==> src/design/pufs_pkg.sv <==
// ----------------------------------------------------------------------------
// pufs_pkg
// shared word types for the percolation union-find statistics unit
// ----------------------------------------------------------------------------
package pufs_pkg;

    typedef struct packed {
        logic       kind;
        logic [9:0] node;
        logic       last;
    } in_word_t;

    typedef struct packed {
        logic [10:0] largest_size;
        logic [18:0] mean_size_q8;
    } out_word_t;

    localparam logic KIND_ACTIVATE  = 1'b0;
    localparam logic KIND_NEIGHBOUR = 1'b1;

    localparam int unsigned NODE_W  = 10;
    localparam int unsigned SIZE_W  = 11;
    localparam int unsigned SQ_W    = 21;
    localparam int unsigned MEAN_W  = 19;
    localparam int unsigned NUM_W   = 29;

endpackage

==> src/design/pufs_divider.sv <==
// ----------------------------------------------------------------------------
// pufs_divider
// restoring divider, one quotient bit per cycle: num / den
// ----------------------------------------------------------------------------
module pufs_divider
    import pufs_pkg::*;
(
    input  logic              clk,
    input  logic              rst_n,
    input  logic              start,
    input  logic [NUM_W-1:0]  num,
    input  logic [SIZE_W-1:0] den,
    output logic              done,
    output logic [NUM_W-1:0]  quot
);

    localparam int unsigned CNT_W = $clog2(NUM_W + 1);

    logic [NUM_W-1:0]  quot_reg;
    logic [SIZE_W:0]   rem_reg;
    logic [SIZE_W-1:0] den_reg;
    logic [CNT_W-1:0]  cnt_reg;
    logic              busy_reg;
    logic              done_reg;

    logic [SIZE_W+1:0] trial;
    logic [SIZE_W:0]   shifted;

    always_comb
    begin
        shifted = {rem_reg[SIZE_W-1:0], quot_reg[NUM_W-1]};
        trial   = {1'b0, shifted} - {2'b00, den_reg};
    end

    always_ff @(posedge clk or negedge rst_n)
    begin
        if (!rst_n)
        begin
            busy_reg <= 1'b0;
            done_reg <= 1'b0;
            cnt_reg  <= '0;
        end
        else
        begin
            done_reg <= 1'b0;
            if (start)
            begin
                busy_reg <= 1'b1;
                cnt_reg  <= CNT_W'(NUM_W);
                quot_reg <= num;
                rem_reg  <= '0;
                den_reg  <= den;
            end
            else if (busy_reg)
            begin
                if (!trial[SIZE_W+1])
                begin
                    rem_reg  <= trial[SIZE_W:0];
                    quot_reg <= {quot_reg[NUM_W-2:0], 1'b1};
                end
                else
                begin
                    rem_reg  <= shifted;
                    quot_reg <= {quot_reg[NUM_W-2:0], 1'b0};
                end
                cnt_reg <= cnt_reg - 1'b1;
                if (cnt_reg == CNT_W'(1))
                begin
                    busy_reg <= 1'b0;
                    done_reg <= 1'b1;
                end
            end
        end
    end

    assign done = done_reg;
    assign quot = quot_reg;

endmodule

==> config.mk <==
export PLATFORM = sky130hd
export DESIGN_NAME = pufs_divider
export DESIGN_NICKNAME = d
export VERILOG_FILES = /design/src/design/pufs_pkg.sv /design/src/design/pufs_divider.sv
export SDC_FILE = /design/constraint.sdc
export NUM_CORES = 1
export LEC_CHECK = 0
export ABC_AREA = 1
export BUFFER_PORTS_ARGS = -buffer_cell sky130_fd_sc_hd__buf_2
export CAP_MARGIN = 40
export CELL_PAD_IN_SITES_DETAIL_PLACEMENT = 1
export CELL_PAD_IN_SITES_GLOBAL_PLACEMENT = 2
export CORE_ASPECT_RATIO = 1.5
export CORE_MARGIN = 10
export CORE_UTILIZATION = 33
export DETAILED_ROUTE_END_ITERATION = 8
export PLACE_DENSITY_LB_ADDON = 0.25
export SYNTH_ARGS = -nofsm -noshare
export SYNTH_HDL_FRONTEND = slang
export SYNTH_SLANG_ARGS = --single-unit
==> constraint.sdc <==
create_clock -name clk -period 4.65 [get_ports clk]
set_input_delay 0.465 -clock clk [delete_from_list [all_inputs] [get_ports clk]]
set_output_delay 0.465 -clock clk [all_outputs]
set_load 0.1 [all_outputs]
==> flow_metrics.tcl <==
set metrics [dict create \
    seq_area_frac_synth_pct 53.8 \
    synth_fa_ha_area_share_pct 5.76 \
    postCtsHoldBufs 0 \
    ant_nets 0 \
    totalWireLength_microns 8760 \
    antenna_found_initial 0 \
    synthArstFlopShare_pct 12.1 \
    synthXorXnorAreaFrac_pct 0.828 \
    synth_compound_area_share_pct 2.05 \
    fill_cells 1171 \
    cp.required_ns 4.74 \
    synth_top_family_by_area "simple AND/OR/NAND/NOR gates" \
    die_h_microns 140 \
    yosys_warnings 0 \
    clkTransAtPathRegs_ns 0.05 \
    power_mw 1.67 \
    yosysUniqueCellTypes 25 \
    max-cap-violations 0 \
    row_count 43 \
    period_share_pct 49.7 \
    post_cts_buffers 0 \
    ys.flop_type "edfxtp_1" \
    dr_total_vias 2696 \
    crit_type "reg -> reg" \
    place_ws_ns 2.21 \
    p_leak_nw 2.02 \
    syn_avg_cell_area_sq_um 8.17 \
    grt_pass1_vias 3028 \
    seqCellArea_sq_um 1710 \
    grt_max_degree 39 \
    place_area_sq_um 3670 \
    area_delta_synth_final_pct 24.1 \
    rsz0062_at_grt "no" \
    setup_tns_ns 0 \
    arrival_ns 2.40 \
    drt_iter0_drc 86 \
    top_level_ports 73 \
    synth_edf_count 51 \
    syn_area_sq_um 3170 \
    grt_pass1_wl_microns 14900 \
    dr.pass1.iters 4 \
    clockRootBuffer "clkbuf_16" \
    drive_above_1_share_pct 20.5 \
    wl_per_cell_microns 15.1 \
    yosysTopAreaCellShare_pct 48.3 \
    fmax_mhz 433 \
    synth_area_leaders "edfxtp_1 48%, nand2_1 21%, inv_1 5.7%" \
    start_util_pct 34.1 \
    multi_input_area_sq_um 1220 \
    htree_levels 3 \
    remaining_drc_errors 0 \
    yosys.area_share.simple_pct 29.9 \
    final.setup.worst_slack_ns 2.34 \
    status "finished, final reports clean" \
    worst_pin_slew_ns 0.689 \
    min_period_ns 2.31 \
    synth_fp_nets 445 \
    coreArea_sq_um 9310 \
    clock_latency_ns 0.33 \
    port_buffers 72 \
    start_kind "register" \
    setup_violations 0 \
    largest_reg_flops 29 \
    clock_skew_ns 0.00602 \
    hpwl_microns 6820 \
    antenna_cells 0 \
    clkSinkCount 58 \
    viasPerCell 4.64 \
    cts_buffers 9 \
    slew_viol_final 0 \
    ys_ff_latch 58 \
    grt_usage_pct 13.3 \
    hold_ws_ns 0.107 \
    gp_congestion 0.786 \
    muxShareOfSynthArea_pct 0 \
    ir_drop_v 0.000225 \
    fp.dieW_microns 100 \
    end_kind "register" \
    yosysMostFrequentCell "nand2_1" \
    cts_tree "built" \
    postCtsResizedCells 0 \
    hold_class "in -> async" \
    synth_cells 388 \
    relSlewSlack_pct 54.0 \
    critical_path.max_fanout 21 \
    synth.top_cells.by_count "175 x nand2_1, 51 x edfxtp_1, 48 x inv_1" \
    cts_buffer_depth 2 \
    fin_area_sq_um 3940 \
    synth_top_area_cell "edfxtp_1" \
    final_nets 521 \
    dieArea_sq_um 14000 \
    pwr_density_cell_nw_per_um2 426 \
    hold_viol 0 \
    grt_overflow 0 \
]
worst paths after layout:
check | startpoint | endpoint | slack, ns | cells past startpoint
hold reg to reg | cnt_reg[4] | cnt_reg[4] | 0.50 | 1
min in group clk | den[4] | den_reg[4] | 0.31 | 1
hold / removal | rst_n | cnt_reg[1] | 0.11 | 1
setup reg to reg | quot[28] | rem_reg[8] | 2.34 | 11
setup / recovery | quot[28] | rem_reg[8] | 2.34 | 11
max in group asynchronous | rst_n | cnt_reg[2] | 4.20 | 1
stage by stage:
step | util, % | std cells
final | 42.3 | 581
after global placement | 39.0 | 563
after detailed placement | 39.5 | 565
after floorplan | - | 388
after global routing | 42.3 | 581
after CTS | 42.3 | 581
cell usage in the layout (no fill, tap or decap), drive strengths merged, types with 4 or more instances in the layout:
master / n
dfrtp: 7
ha: 13
buf: 75
nand3: 22
clkbuf: 10
clkinv: 5
o21ai: 6
inv: 51
nand2: 176
nand4: 4
a21oi: 5
edfxtp: 51
nor2: 34
per-layer routing:
layer	share of wire [%]	wire, microns	vias to the layer above	track usage [%]
met1	42	3650	1248	14.6
met2	50	4370	59	22.3
li1	-	-	1375	-
met4	2.1	183	0	5.82
met5	0	0	-	0
met3	6.3	548	14	4.97
logic make-up (layout without fill, tap and decap cells):
logic type / Yosys count / in the layout
AO/OA/AOI/OAI: 12 / 12
AND/OR/NAND/NOR: 239 / 239
buffers and inverters: 62 / 143
flip-flops: 58 / 58
adder cells (fa/ha/maj): 14 / 14
XOR/XNOR: 3 / 3
report_power, final:
group / total (mW) / switching, mW / internal (mW)
Clock: 0.594 / 0.239 / 0.355
Combinational: 0.431 / 0.317 / 0.115
Sequential: 0.650 / 0.0268 / 0.623
Total: 1.67 / 0.582 / 1.09
layout make-up:
| class | instances | share of cell area (%) |
|---|---|---|
| Inverter | 52 | 4.96 |
| Clock buffer | 10 | 5.82 |
| Timing Repair Buffer | 75 | 10.3 |
| Tap cell | 112 | 3.56 |
| Multi-Input combinational cell | 268 | 31.1 |
| Clock inverter | 6 | 0.859 |
| Sequential cell | 58 | 43.4 |
worst max-delay path: stages (launching register included):
cell and delay [ns]:
edfxtp_1 0.34, inv_1 0.06, ha_1 0.21, fa_1 0.41, inv_1 0.11, nand3_1 0.07
nand3_1 0.14, nand2_1 0.12, nand3_2 0.33, nand3_1 0.14, nand2_1 0.10, nand2_1 0.05
Power figures use the tool's default switching activity.
